$ cat src/hdl/zhpb_pkg.sv
// Shared types, constants and arithmetic helpers for the D2Q9 pressure boundary unit.
`default_nettype none

package zhpb_pkg;

   // Lattice geometry and number format.
   localparam int DIRECTIONS = 9;
   localparam int F_W        = 32;
   localparam int COORD_W    = 12;
   localparam int DIM_W      = 13;
   localparam int DIR_W      = 4;

   // Internal widths: density balance, tangential half difference,
   // divide-by-three operand and final accumulation.
   localparam int SUM_W = 36;
   localparam int T_W   = 34;
   localparam int DIV_W = 37;
   localparam int ACC_W = 38;

   // Default depth of the queue between the front and back ends.
   localparam int QUEUE_DEPTH = 2;

   localparam logic [DIM_W-1:0] LATTICE_DIM_RESET = DIM_W'(64);

   // Reciprocal of three for a 10-bit dividend, scaled by 2^11.
   localparam logic [19:0] DIV3_RECIP = 20'd683;

   localparam logic signed [ACC_W-1:0] SAT_MAX = ACC_W'((64'sd1 <<< (F_W - 1)) - 64'sd1);
   localparam logic signed [ACC_W-1:0] SAT_MIN = ~SAT_MAX;

   // Direction codes, in the order of the populations.
   localparam logic [DIR_W-1:0] DIR_REST      = 4'd0;
   localparam logic [DIR_W-1:0] DIR_EAST      = 4'd1;
   localparam logic [DIR_W-1:0] DIR_NORTH     = 4'd2;
   localparam logic [DIR_W-1:0] DIR_WEST      = 4'd3;
   localparam logic [DIR_W-1:0] DIR_SOUTH     = 4'd4;
   localparam logic [DIR_W-1:0] DIR_NORTHEAST = 4'd5;
   localparam logic [DIR_W-1:0] DIR_NORTHWEST = 4'd6;
   localparam logic [DIR_W-1:0] DIR_SOUTHWEST = 4'd7;
   localparam logic [DIR_W-1:0] DIR_SOUTHEAST = 4'd8;

   typedef enum logic [0:0] {
      CSR_LATTICE_WIDTH  = 1'b0,
      CSR_LATTICE_HEIGHT = 1'b1
   } csr_index_type;

   // How the back end treats a queued item.
   typedef enum logic [1:0] {
      MODE_PASS   = 2'd0,
      MODE_EDGE   = 2'd1,
      MODE_CORNER = 2'd2
   } mode_type;

   typedef struct packed {
      logic [COORD_W-1:0] node_x;
      logic [COORD_W-1:0] node_y;
      logic [F_W-1:0]     target_density;
      logic [F_W-1:0]     dist_rest;
      logic [F_W-1:0]     dist_east;
      logic [F_W-1:0]     dist_north;
      logic [F_W-1:0]     dist_west;
      logic [F_W-1:0]     dist_south;
      logic [F_W-1:0]     dist_northeast;
      logic [F_W-1:0]     dist_northwest;
      logic [F_W-1:0]     dist_southwest;
      logic [F_W-1:0]     dist_southeast;
   } req_type;

   typedef struct packed {
      logic [F_W-1:0] new_rest;
      logic [F_W-1:0] new_east;
      logic [F_W-1:0] new_north;
      logic [F_W-1:0] new_west;
      logic [F_W-1:0] new_south;
      logic [F_W-1:0] new_northeast;
      logic [F_W-1:0] new_northwest;
      logic [F_W-1:0] new_southwest;
      logic [F_W-1:0] new_southeast;
      logic           not_on_boundary;
   } rsp_type;

   // A classified item: operands already picked for the edge or corner rule.
   typedef struct packed {
      mode_type                       mode;
      logic                           neg;
      logic [DIR_W-1:0]               ax_tgt;
      logic [DIR_W-1:0]               a_tgt;
      logic [DIR_W-1:0]               b_tgt;
      logic [F_W-1:0]                 rho;
      logic [F_W-1:0]                 ax_src;
      logic [F_W-1:0]                 a_src;
      logic [F_W-1:0]                 b_src;
      logic [F_W-1:0]                 tan_p;
      logic [F_W-1:0]                 tan_m;
      logic [DIRECTIONS-1:0][F_W-1:0] base;
   } job_type;

   typedef struct packed {
      logic full;
      logic empty;
   } queue_status_type;

   // One radix-256 step of long division by three: returns quotient digit
   // and the new remainder.
   function automatic logic [9:0] div3_digit(input logic [1:0] rem, input logic [7:0] digit);
      logic [9:0]  v;
      logic [19:0] prod;
      logic [7:0]  q;
      logic [9:0]  q_times3;
      v        = {rem, digit};
      prod     = 20'(v) * DIV3_RECIP;
      q        = prod[18:11];
      q_times3 = 10'(q) * 10'd3;
      return {q, 2'(v - q_times3)};
   endfunction

   // Clamp an accumulated value to the signed 32-bit range.
   function automatic logic [F_W-1:0] sat_f(input logic signed [ACC_W-1:0] v);
      logic signed [ACC_W-1:0] c;
      c = v;
      if (v > SAT_MAX) begin
         c = SAT_MAX;
      end else if (v < SAT_MIN) begin
         c = SAT_MIN;
      end
      return c[F_W-1:0];
   endfunction

endpackage

`default_nettype wire

$ cat src/hdl/zhpb_queue.sv
// Short register queue that decouples the classifying front end from the back end.
`default_nettype none

module zhpb_queue
   import zhpb_pkg::*;
#(
   parameter int DEPTH = QUEUE_DEPTH
) (
   input  logic             clock,
   input  logic             reset,
   input  logic             push,
   input  job_type          push_data,
   input  logic             pop,
   output job_type          pop_data,
   output queue_status_type status
);

   localparam int PTR_W = (DEPTH > 1) ? $clog2(DEPTH) : 1;
   localparam int CNT_W = $clog2(DEPTH + 1);

   job_type          entries_ff [DEPTH];
   logic [PTR_W-1:0] wr_ptr_ff, wr_ptr_in;
   logic [PTR_W-1:0] rd_ptr_ff, rd_ptr_in;
   logic [CNT_W-1:0] count_ff, count_in;
   logic             do_push, do_pop;

   assign status.full  = (count_ff == CNT_W'(DEPTH));
   assign status.empty = (count_ff == '0);
   assign do_push      = push && !status.full;
   assign do_pop       = pop && !status.empty;
   assign pop_data     = entries_ff[rd_ptr_ff];

   // Pointer and fill count update.
   always_comb begin
      wr_ptr_in = wr_ptr_ff;
      rd_ptr_in = rd_ptr_ff;
      count_in  = count_ff;
      if (do_push) begin
         wr_ptr_in = (wr_ptr_ff == PTR_W'(DEPTH - 1)) ? '0 : wr_ptr_ff + PTR_W'(1);
      end
      if (do_pop) begin
         rd_ptr_in = (rd_ptr_ff == PTR_W'(DEPTH - 1)) ? '0 : rd_ptr_ff + PTR_W'(1);
      end
      if (do_push && !do_pop) begin
         count_in = count_ff + CNT_W'(1);
      end else if (do_pop && !do_push) begin
         count_in = count_ff - CNT_W'(1);
      end
   end

   always_ff @(posedge clock) begin
      if (reset) begin
         wr_ptr_ff <= '0;
         rd_ptr_ff <= '0;
         count_ff  <= '0;
      end else begin
         wr_ptr_ff <= wr_ptr_in;
         rd_ptr_ff <= rd_ptr_in;
         count_ff  <= count_in;
      end
   end

   // Entry storage holds payload only.
   always_ff @(posedge clock) begin
      if (do_push) begin
         entries_ff[wr_ptr_ff] <= push_data;
      end
   end

endmodule

`default_nettype wire

$ cat config.mk
export PLATFORM = sky130hd
export DESIGN_NAME = zhpb_queue
export DESIGN_NICKNAME = d
export VERILOG_FILES = /design/src/hdl/zhpb_pkg.sv /design/src/hdl/zhpb_queue.sv
export SDC_FILE = /design/constraint.sdc
export NUM_CORES = 1
export LEC_CHECK = 0
export BUFFER_PORTS_ARGS = -buffer_cell sky130_fd_sc_hd__buf_2
export CAP_MARGIN = 30
export CORE_AREA = 2 2 390 392
export DETAILED_ROUTE_END_ITERATION = 6
export DIE_AREA = 0 0 392 394
export PLACE_DENSITY = 0.46
export SLEW_MARGIN = 20
export SYNTH_ARGS = -nofsm -noshare
export SYNTH_HDL_FRONTEND = slang
export SYNTH_SLANG_ARGS = --single-unit
export TNS_END_PERCENT = 1
$ cat constraint.sdc
create_clock -name clock -period 17.1 [get_ports clock]
set_input_delay 3.42 -clock clock [delete_from_list [all_inputs] [get_ports clock]]
set_output_delay 3.42 -clock clock [all_outputs]
set_load 0.05 [all_outputs]
Yosys cells after proc, flatten, opt, wreduce, memory -nomap -nowiden
Memory sizes are Yosys's and may differ from the RTL's. A register that Yosys moved wholly into a read port is not among the register bits.
Index checks and enable logic that the tools add are counted.

cells by class
  $add $sub $neg = 4
  $mul = 0
  div/mod/pow operators = 0
  magnitude comparators = 0
  eq/ne operators = 1
  shifts and indexed selects = 0
  muxes and demuxes = 8
  bitwise operators = 0
  reduce and logical (&&, ||, !) cells = 10

operators with widths
  operator               number
  $mux W1                6
  $logic_and A1 B1 Y1    4
  $logic_not A1 Y1       4
  $mux W2                2
  $add A1 B1 Y1 const B  2
  $add A2 B1 Y2 const B  1
  $eq A2 B2 Y1 const B   1
  $logic_not A2 Y1       1
  $reduce_bool A2 Y1     1
  $sub A2 B1 Y2 const B  1

storage, ports and cells
  register bits after elaboration = 4
  latch bits = 0
  memory bits (writable) = 990
  bits in read-only memories = 0
  input bits = 499
  output and inout port bits = 497
  word-level logic and storage cells = 27
  memories = 1

memories
  name        depth  width  rd ports  clocked after Yosys merged registers in  wr ports  RTL line          RTL
  entries_ff  2      495    1         1                                        1         zhpb_queue.sv:21  job_type entries_ff [DEPTH];

Depth between registers and ports, before layout
Gate-level depths: netlist of the first run.

  depth after elaboration = 7
  gate-level depth with buffers = 6
  gate-level depth less buffers = 6

Least setup slack after synthesis of the first run
OpenSTA, ideal clock, no wires.

  kind = input port to flip-flop
  start point = input port push
  end point = memory entries_ff[1][0] (netlist name), enable pin
  setup time = 0.927 ns
  arrival = 14.827 ns
  data required time = 16.173 ns
  slack = 1.346 ns
  cell stages on the path = 3
  path buffers = 0
  path through = inv_1 > nor2_1 > and2_1

on the way
  longest elaborated chain between the ends = 3

RTL lines
  element                        RTL line          RTL
  start, declared                zhpb_queue.sv:11  input logic push,
  $logic_and A1 B1 Y1            zhpb_queue.sv:29  assign do_push = push && !status.full;
  via do_push                    zhpb_queue.sv:25  logic do_push, do_pop;
  $mux W1                        zhpb_queue.sv:65  if (do_push) begin
  $mux W1 (implied by the code)  zhpb_queue.sv:66  entries_ff[wr_ptr_ff] <= push_data;
  end, declared                  zhpb_queue.sv:21

The timed path passes the listed nets, and every way through them passes these cells.

==> results by group, run 1 <==
Status
  – Status: finished, final reports clean

Synthesis
  – Synth top area cells: edfxtp_1 82%, mux2_2 15%, buf_6 1.6%
  – Number of synthesized flops with an enable pin: 990
  – Syn_area_per_cell: 23.1 µm²
  – List of most frequent post-synthesis cells: 990 x edfxtp_1, 495 x mux2_2, 51 x buf_6
  – Largest family of logic cells by synthesized area: multiplexers
  – Post-synthesis mux area share: 15.4%
  – Simple-Gate Fraction of Synth Area: 0.121%
  – Compound-cell area share of the yosys netlist: 0.0693%
  – Post-synth top area share: 82.3%
  – Adder-cell share of the synthesized area: 0.0346%
  – Cells after synthesis: 1565
  – Top-count cell post-synth: edfxtp_1
  – Mapped Area: 36100 µm²
  – Top FF cell, synth: edfxtp_1
  – Synth Register Bits: 995
  – Yosys top cell by area: edfxtp_1
  – Number of library cell types mapped by synthesis: 14
  – Post-Syn Nets: 2065
  – Seq/Total Area, Yosys: 82.6%
  – Ys Warns: 0
  – Post-Synth XOR/XNOR Area: 0.0728%
  – Async SR Flop Fraction: 0%

Global routing
  – Initial antenna violation count: 43
  – Vias in the first global route: 19300
  – Tot GR Track Use: 12.4%
  – First-pass GRT wire length: 137 mm
  – Grt total ovfl: 0
  – Largest net degree at the start of global routing: 134

Floorplan
  – FP Rows: 143
  – Die Y: 394 µm
  – Die width: 392 µm
  – Die area: 154000 µm²
  – Initial core utilization: 24.0%
  – IO Pins: 996
  – CORE AREA: 151000 µm²

Placed design
  – Dpl hpwl: 70.8 mm
  – I/O Buffers: 995
  – Pre-CTS setup slack: 9.60 ns
  – DP Area: 43300 µm²
  – RD Place Congestion: 0.797
  – Placed cells: 4556

Setup path
  – Crit Path Class: reg -> out
  – CP required: 13.68 ns
  – Startpoint Class: flop
  – CP Capture Type: output pin
  – Worst reg-to-reg setup slack: 12.79 ns
  – Arr. time, crit path: 4.73 ns
  – Critical path peak fanout: 133

Clock network
  – CTS tree: built
  – Worst-path clk slew: 0.06 ns
  – Clock root buffer: clkbuf_16
  – Clock Sinks: 995
  – Clock Path Buffers: 3
  – CTS Buf Count: 110
  – Max H-tree Level: 3
  – Post-CTS sizing: 0
  – Post-CTS Setup Repair Bufs: 0
  – Post-CTS Hold Buffers: 0
  – Clock latency on the worst-skew pair: 0.69 ns

Run
  – Max cap viols: 0

Power and ir drop
  – Internal power: 5.15 mW
  – Clock power share: 27.8%
  – Total power draw: 8.31 mW
  – Maximum VDD drop: 0.000113 V
  – Power Dens Cells: 177 nW/µm²
  – Leak: 16.9 nW
  – Logic pwr share: 34.3%
  – Sw Share: 38.0%
  – Power share of the sequential group: 38.0%
  – Sw Pwr: 3.16 mW

STA
  – Final hold viol count: 0
  – Clk_skew: 0.0156 ns
  – Highest clock rate: 123 MHz
  – Worst slew pin tran: 1.04 ns
  – RSZ-0062 raised after global routing: no
  – Tmin final: 8.15 ns
  – Worst slew margin: 30.8%
  – Tcrit/Tclk final: 47.7%
  – Final setup fails: 0
  – Fin. max-slew vios: 0
  – Setup slack after layout: 8.95 ns
  – Min Hold Slack: 0.488 ns
  – Post-Route Setup TNS: 0 ns

Cells and area
  – Final core occ: 31.1%
  – Layout Nets: 3139
  – Fraction of layout cells with a size suffix above 1: 61.0%
  – Post-route cell area: 46900 µm²
  – Final std cells w/o fill: 4779
  – Area delta synth->final: 29.9%

Routing
  – Remaining antenna violation count after routing: 0
  – DR DRC count: 0
  – Starting DRT DRC Count: 771
  – Vias: 19000
  – WL/cell: 20.8 µm
  – Via density: 3.98
  – First-pass DRT Iterations: 5
  – Final WL: 99.6 mm

Worst hold path
  – Worst Hold Class: reg -> reg
## placed cells by master, fill, tap and decap left out, drive strengths merged
cell type / count
a21oi: 2
and2: 1
buf: 1017
bufinv: 11
clkbuf: 141
clkinv: 47
clkinvlp: 2
dfxtp: 5
diode: 17
edfxtp: 990
ha: 1
inv: 6
mux2: 495
nor2: 5
nor2b: 1
o21ai: 3
or3: 2
xor2: 3
## per-layer routing
metal / track usage, % / routed length [µm]
met4: 4.22 / 2360
met2: 21.7 / 51100
met5: 0 / 228
met1: 13.4 / 36600
met3: 4.86 / 9360
## critical path, stage by stage, from the launching register on
cell and delay, ns:
dfxtp_4 0.95, buf_4 0.75, buf_12 0.58, buf_4 0.69
mux2_2 0.43, buf_2 0.22
## power by group through the flow
| stage | Sequential, mW | Clock [mW] | Combinational, mW |
|---|---|---|---|
| 2_1_floorplan | 3.35 | 0 | 2.22 |
| 3_3_place_gp | 3.21 | 0 | 2.89 |
| 3_5_place_dp | 3.21 | 0 | 2.89 |
| 4_1_cts | 3.16 | 2.40 | 2.90 |
| 5_1_grt | 3.18 | 2.48 | 2.97 |
| 6_report | 3.15 | 2.31 | 2.85 |
## flip-flops by register name, summed over array words and instances, names as in the netlist, named ones only
signal,cells
wr_ptr_ff,1
entries_ff,990
count_ff,2
rd_ptr_ff,1
## area by class of cell
cell class              instances  area [µm²]
fillers                     15000      104000
repair buffers               1017        5260
inverters                       2        15.0
well taps                    2030        2540
flip-flops and latches        995       29800
multi-input cells             513        5680
diodes                         17        42.5
clock buffers                 141        2890
clock inverters                64         658
## path summary, 6_finish.rpt
kind	from	endpoint	cells past startpoint
min	wr_ptr_ff	wr_ptr_ff	2
max	flop	pop_data[471]	5
min reg2reg	wr_ptr_ff	wr_ptr_ff	2
max reg2reg	count_ff[0]	entries_ff[1][211]	7
## kinds of logic (layout without fill, tap and decap cells)
logic type / after synthesis / count (layout)
flops: 995 / 995
mux: 495 / 495
buf+inv: 57 / 1224
simple gates: 9 / 9
compound gates: 5 / 5
xor+xnor: 3 / 3
fa+ha+maj: 1 / 1
other cells: 0 / 17
Power figures use the tool's default switching activity.
==> run 2: changes to the inputs <==
- clock period: 17.1 -> 8.13 ns (I/O delays scaled with it)
==> results by group, run 2 (synthesis gave the netlist of run 1 again) <==
Cells and area
  – Layout Nets: 3144 (+0.16%)
  – Fraction of layout cells with a size suffix above 1: 60.8% (-0.21 points)
  – Commonest non-fill, non-tap cells in the layout: 995 x buf_2, 990 x edfxtp_1, 495 x mux2_2, 109 x clkbuf_16, 39 x clkbuf_1
  – Most flops, register: entries_ff
  – Filler instances: 15100 (+0.31%)
  – Final core occ: 31.0% (-0.13 points)
  – Largest regs: entries_ff (990), count_ff (2)
  – Area delta synth->final: 29.4%
  – Post-route cell area: 46700 µm² (-0.42%)
  – Max reg flops: 990 (unchanged)
  – Commonest non-fill, non-tap cell in the layout: buf_2

STA
  – Tcrit/Tclk final: 58.8%
  – Highest clock rate: 209 MHz
  – Clk_skew: 0.0135 ns (-0.00210 ns)
  – Post-Route Setup TNS: 0 ns (unchanged)
  – Fin. max-slew vios: 0 (unchanged)
  – Worst slew pin tran: 1.07 ns (+0.0306 ns)
  – RSZ-0062 raised after global routing: no
  – Setup slack after layout: 3.35 ns (-5.60 ns)
  – Final setup fails: 0 (unchanged)
  – Tmin final: 4.78 ns
  – Final hold viol count: 0 (unchanged)
  – Worst slew margin: 28.8% (-2.0 points)

Setup path
  – CP Buf/Inv Count: 2 (-2)
  – Critical path peak fanout: 138 (+3.8%)
  – CP Cell Sequence: buf_12 -> mux2_2 -> buf_2
  – CP required: 6.50 ns (-7.18 ns)
  – Arr. time, crit path: 3.16 ns (-1.57 ns)
  – CP Capture Type: output pin
  – Reg-to-reg endpoint: entries_ff[0][362]
  – Critical path's slowest cell: dfxtp_4
  – Worst reg-to-reg setup slack: 5.29 ns (-7.50 ns)
  – Crit-path max cell delay: 0.92 ns (-0.03 ns)
  – Reg2reg path depth: 4 (-3)
  – Startpoint Class: flop
  – R2r startpoint: count_ff[1]
  – Crit path max-delay family: flip-flops
  – Crit Path Class: reg -> out

Global routing
  – Largest net degree at the start of global routing: 146 (+9.0%)
  – Initial antenna violation count: 78 (+81%)
  – First-pass GRT wire length: 138 mm (+0.86%)
  – Tot GR Track Use: 12.5% (+0.15 points)
  – Vias in the first global route: 19300 (+0.47%)
  – Grt total ovfl: 0 (unchanged)

Power and ir drop
  – Sw Pwr: 6.59 mW (+110%)
  – Internal power: 10.6 mW (+110%)
  – Power Dens Cells: 368 nW/µm² (+110%)
  – Total power draw: 17.2 mW (+110%)
  – Clock power share: 26.7% (-1.1 points)
  – Maximum VDD drop: 0.000184 V (+63%)
  – Sw Share: 38.4% (+0.34 points)
  – Power share of the sequential group: 38.5% (+0.5 points)
  – Logic pwr share: 34.8% (+0.5 points)
  – Leak: 16.8 nW (-0.75%)

Placed design
  – Pre-CTS setup slack: 3.95 ns (-5.65 ns)
  – I/O Buffers: 995 (unchanged)
  – RD Place Congestion: 0.856 (+7.4%)
  – Dpl hpwl: 72.2 mm (+2.1%)
  – DP Area: 43400 µm² (+0.15%)

Run
  – Max cap viols: 0 (unchanged)

Worst hold path
  – Worst Hold Class: reg -> reg
  – Hold path depth: 2 (unchanged)
  – Hold path endpoint: wr_ptr_ff
  – Hold path startpoint: wr_ptr_ff

Status
  – Status: finished, final reports clean

Routing
  – First-pass DRT Iterations: 4 (-1)
  – DR DRC count: 0 (unchanged)
  – Final WL: 101 mm (+1.4%)
  – Remaining antenna violation count after routing: 0 (unchanged)
  – Vias: 19000 (-0.20%)
  – WL/cell: 21.1 µm (+1.4%)
  – Starting DRT DRC Count: 1075 (+39%)
  – Via density: 3.97 (-0.24%)

Clock network
  – Clock latency on the worst-skew pair: 0.70 ns (about the same)
  – Post-CTS sizing: 0 (unchanged)
  – Post-CTS Setup Repair Bufs: 0 (unchanged)
  – Worst-path clk slew: 0.06 ns (about the same)
  – Clock Path Buffers: 3 (unchanged)
  – CTS tree: built
  – Max H-tree Level: 3 (unchanged)
  – CTS Buf Count: 108 (-1.8%)
  – Post-CTS Hold Buffers: 0 (unchanged)
  – Clock root buffer: clkbuf_16
  – Clock Sinks: 995 (unchanged)

Floorplan
  – FP Rows: 143 (unchanged)
  – CORE AREA: 151000 µm² (unchanged)
  – Die area: 154000 µm² (unchanged)
  – Die width: 392 µm (unchanged)
  – Initial core utilization: 24.0% (unchanged)
  – Die Y: 394 µm (unchanged)
  – IO Pins: 996 (unchanged)
## run 2: area by class of cell
type / instances / area, µm² / share of cell area, %
clock inverter: 43 / 419 / 0.897
clock buffer: 148 / 2870 / 6.15
multi-input combinational: 513 / 5690 / 12.2
sequential: 995 / 29800 / 63.8
inverter: 2 / 23.8 / 0.0509
antenna: 26 / 65.1 / 0.139
tap: 2030 / 2540 / 5.44
timing repair buffer: 1024 / 5290 / 11.3
## run 2: stage by stage
| stage | hold slack [ns] | instances |
|---|---|---|
| after floorplan | 0.461 | 1565 |
| after global placement | 0.487 | 4564 |
| after detailed placement | 0.486 | 4564 |
| after CTS | 0.497 | 4755 |
| after global routing | 0.549 | 4770 |
| final | 0.499 | 4781 |
## run 2: worst min-delay path: stages (launching register included)
cell,delay [ns]
dfxtp_1,0.32
o21ai_0,0.07
a21oi_1,0.06
## run 2: power groups by stage
stage               sequential, mW  combinational, mW  clock (mW)
global placement              6.72               6.11           0
CTS                           6.63               6.11        4.77
finish                        6.62               5.99        4.59
detailed placement            6.73               6.09           0
floorplan                     6.84               4.68           0
global route                  6.68               6.27        4.94
## run 2: how the worst max path moves through the flow
| stage | end | slack (ns) | cells past startpoint |
|---|---|---|---|
| 2_1_floorplan | entries_ff[0][0] | -1.47 | 3 |
| 3_3_place_gp | entries_ff[0][80] | 3.98 | 5 |
| 4_1_cts | pop_data[335] | 3.22 | 3 |
| 3_5_place_dp | entries_ff[0][80] | 3.95 | 5 |
| 5_1_grt | pop_data[122] | 3.12 | 3 |
| 6_report | pop_data[122] | 3.35 | 3 |
## run 2: routing by layer
metal  wire (µm)  track usage [%]  part of all wire (%)
met5         473                0                  0.47
met4        2870             4.09                   2.8
met3       11300             6.63                    11
met2       48300             20.5                    48
met1       38200             13.8                    38
==> run 3: changes to the inputs <==
- clock period: 8.13 -> 4.5 ns (I/O delays scaled with it)
==> results by group, run 3 (synthesis gave the netlist of run 1 again) <==
Floorplan
  – Die Y: 394 µm (unchanged)
  – Initial core utilization: 24.0% (unchanged)
  – Die area: 154000 µm² (unchanged)
  – Die width: 392 µm (unchanged)
  – IO Pins: 996 (unchanged)
  – FP Rows: 143 (unchanged)
  – CORE AREA: 151000 µm² (unchanged)

Setup path
  – Crit-path max cell delay: 0.63 ns (-0.29 ns)
  – R2r startpoint: count_ff[0]
  – Reg2reg path depth: 5 (+1)
  – Critical path's slowest cell: dfxtp_4
  – Arr. time, crit path: 2.68 ns (-0.48 ns)
  – Reg-to-reg endpoint: entries_ff[0][126]
  – Startpoint Class: flop
  – CP required: 3.60 ns (-2.90 ns)
  – Worst Setup EP: pop_data[9]
  – CP Cell Sequence: buf_12 -> buf_4 -> mux2_2 -> buf_2
  – Worst reg-to-reg setup slack: 2.22 ns (-3.07 ns)
  – Crit path max-delay family: buffers and inverters
  – CP Buf/Inv Count: 3 (+1)
  – Critical path peak fanout: 27 (-80%)
  – Crit Path Class: reg -> out
  – CP Capture Type: output pin
  – Stages on worst setup path: 4 (+1)

Cells and area
  – Most flops, register: entries_ff
  – FF+latch area: 29800 µm² (unchanged)
  – Area delta synth->final: 30.6%
  – Layout Nets: 3181 (+1.2%)
  – Footprint of the multi-input gates: 5700 µm² (+0.13%)
  – Max reg flops: 990 (unchanged)
  – Final core occ: 31.3% (+0.28 points)
  – Largest regs: entries_ff (990), count_ff (2)
  – Commonest non-fill, non-tap cell in the layout: buf_2
  – Fraction of layout cells with a size suffix above 1: 61.6% (+0.87 points)
  – Commonest non-fill, non-tap cells in the layout: 995 x buf_2, 990 x edfxtp_1, 495 x mux2_2, 110 x clkbuf_16, 54 x buf_4
  – Filler instances: 15000 (-0.37%)

STA
  – Setup slack after layout: 0.925 ns (-2.42 ns)
  – Clk_skew: 0.0337 ns (+0.0202 ns)
  – Fin. max-slew vios: 0 (unchanged)
  – Worst slew pin tran: 0.790 ns (-0.278 ns)
  – Final hold viol count: 0 (unchanged)
  – RSZ-0062 raised after global routing: no
  – Worst slew margin: 47.3% (+19 points)
  – Tcrit/Tclk final: 79.4%
  – Post-Route Setup TNS: 0 ns (unchanged)
  – Final setup fails: 0 (unchanged)
  – Tmin final: 3.58 ns
  – Highest clock rate: 280 MHz

Global routing
  – Tot GR Track Use: 12.2% (-0.34 points)
  – Grt met2 use: 21.6% (+1.1 points)
  – Initial antenna violation count: 51 (-35%)
  – GR peak layer: met2
  – Vias in the first global route: 19500 (+0.91%)
  – Grt total ovfl: 0 (unchanged)
  – First-pass GRT wire length: 136 mm (-1.9%)
  – Largest net degree at the start of global routing: 95 (-35%)
  – GRT met1 Usage: 12.8% (-1.1 points)
  – Grt met3 use: 5.17% (-1.5 points)

Power and ir drop
  – Maximum VDD drop: 0.000358 V (+94%)
  – Power Dens Cells: 665 nW/µm² (+81%)
  – Total power draw: 31.4 mW (+82%)
  – Clock power share: 26.9% (+0.2 points)
  – Power share of the sequential group: 37.9% (-0.6 points)
  – Internal power: 19.3 mW (+82%)
  – Sw Pwr: 12.0 mW (+83%)
  – Leak: 17.1 nW (+1.6%)
  – Logic pwr share: 35.2% (+0.4 points)
  – Sw Share: 38.4% (+0.045 points)

Clock network
  – CTS Buf Count: 108 (unchanged)
  – CTS tree: built
  – Max H-tree Level: 3 (unchanged)
  – Clock latency on the worst-skew pair: 0.72 ns (+0.02 ns)
  – Post-CTS Hold Buffers: 0 (unchanged)
  – Post-CTS Setup Repair Bufs: 0 (unchanged)
  – Post-CTS sizing: 0 (unchanged)
  – Clock Path Buffers: 3 (unchanged)
  – Worst-path clk slew: 0.06 ns (about the same)
  – Clock Sinks: 995 (unchanged)
  – Clock root buffer: clkbuf_16

Routing
  – Remaining antenna violation count after routing: 0 (unchanged)
  – Vias: 18900 (-0.19%)
  – First-pass DRT Iterations: 6 (+2)
  – WL/cell: 20.4 µm (-3.3%)
  – Via density: 3.93 (-0.98%)
  – Starting DRT DRC Count: 939 (-13%)
  – DR DRC count: 0 (unchanged)
  – Final WL: 98.5 mm (-2.5%)

Status
  – Status: finished, final reports clean

Placed design
  – Dpl hpwl: 71.9 mm (-0.41%)
  – Pre-CTS setup slack: 1.52 ns (-2.44 ns)
  – I/O Buffers: 995 (unchanged)
  – RD Place Congestion: 0.791 (-7.6%)

Worst hold path
  – Hold path depth: 1 (-1)
  – Hold path startpoint: push_data[456]
  – Worst Hold Class: in -> reg

Run
  – Max cap viols: 0 (unchanged)
-- run 3: layer usage --
layer / routed length [µm] / vias up / part of all wire, %
met4: 2380 / 60 / 2.4
met2: 50700 / 675 / 51
met5: 357 / - / 0.36
met3: 9270 / 191 / 9.4
met1: 35800 / 9457 / 36
li1: - / 8556 / -
-- run 3: worst register-to-register path, delay by kind of cell (launching register included) --
kind	cells	cell delay (ns)
buffers and inverters	3	0.99
DFF	1	0.46
and+or+nand+nor	2	0.43
-- run 3: worst min path at each step --
stage	to	slack, ns
2_1_floorplan	wr_ptr_ff	0.46
3_3_place_gp	rd_ptr_ff	0.48
3_5_place_dp	wr_ptr_ff	0.49
4_1_cts	entries_ff[1][479]	0.26
5_1_grt	entries_ff[1][99]	0.30
6_report	entries_ff[1][456]	0.36
-- run 3: metrics by stage --
step	hold WS (ns)	cell area [µm²]	std cells
after floorplan	0.461	36100	1565
after global placement	0.484	43700	4601
after detailed placement	0.490	43700	4601
after CTS	0.263	47100	4801
after global routing	0.296	47100	4809
final	0.363	47100	4819
-- run 3: final cells by class --
class	instances	share of cell area, %
antenna	18	0.0955
clock buffer	131	6.01
clock inverter	69	1.18
inverter	2	0.0504
multi-input combinational	513	12.1
sequential	995	63.3
tap	2030	5.39
timing repair buffer	1061	11.9
-- run 3: power groups by stage --
stage / registers (mW) / clock network [mW] / logic [mW]
2_1_floorplan: 12.4 / 0 / 8.46
3_3_place_gp: 12.1 / 0 / 11.3
3_5_place_dp: 12.1 / 0 / 11.2
4_1_cts: 11.9 / 8.75 / 11.3
5_1_grt: 12.0 / 9.06 / 11.5
6_report: 11.9 / 8.44 / 11.1
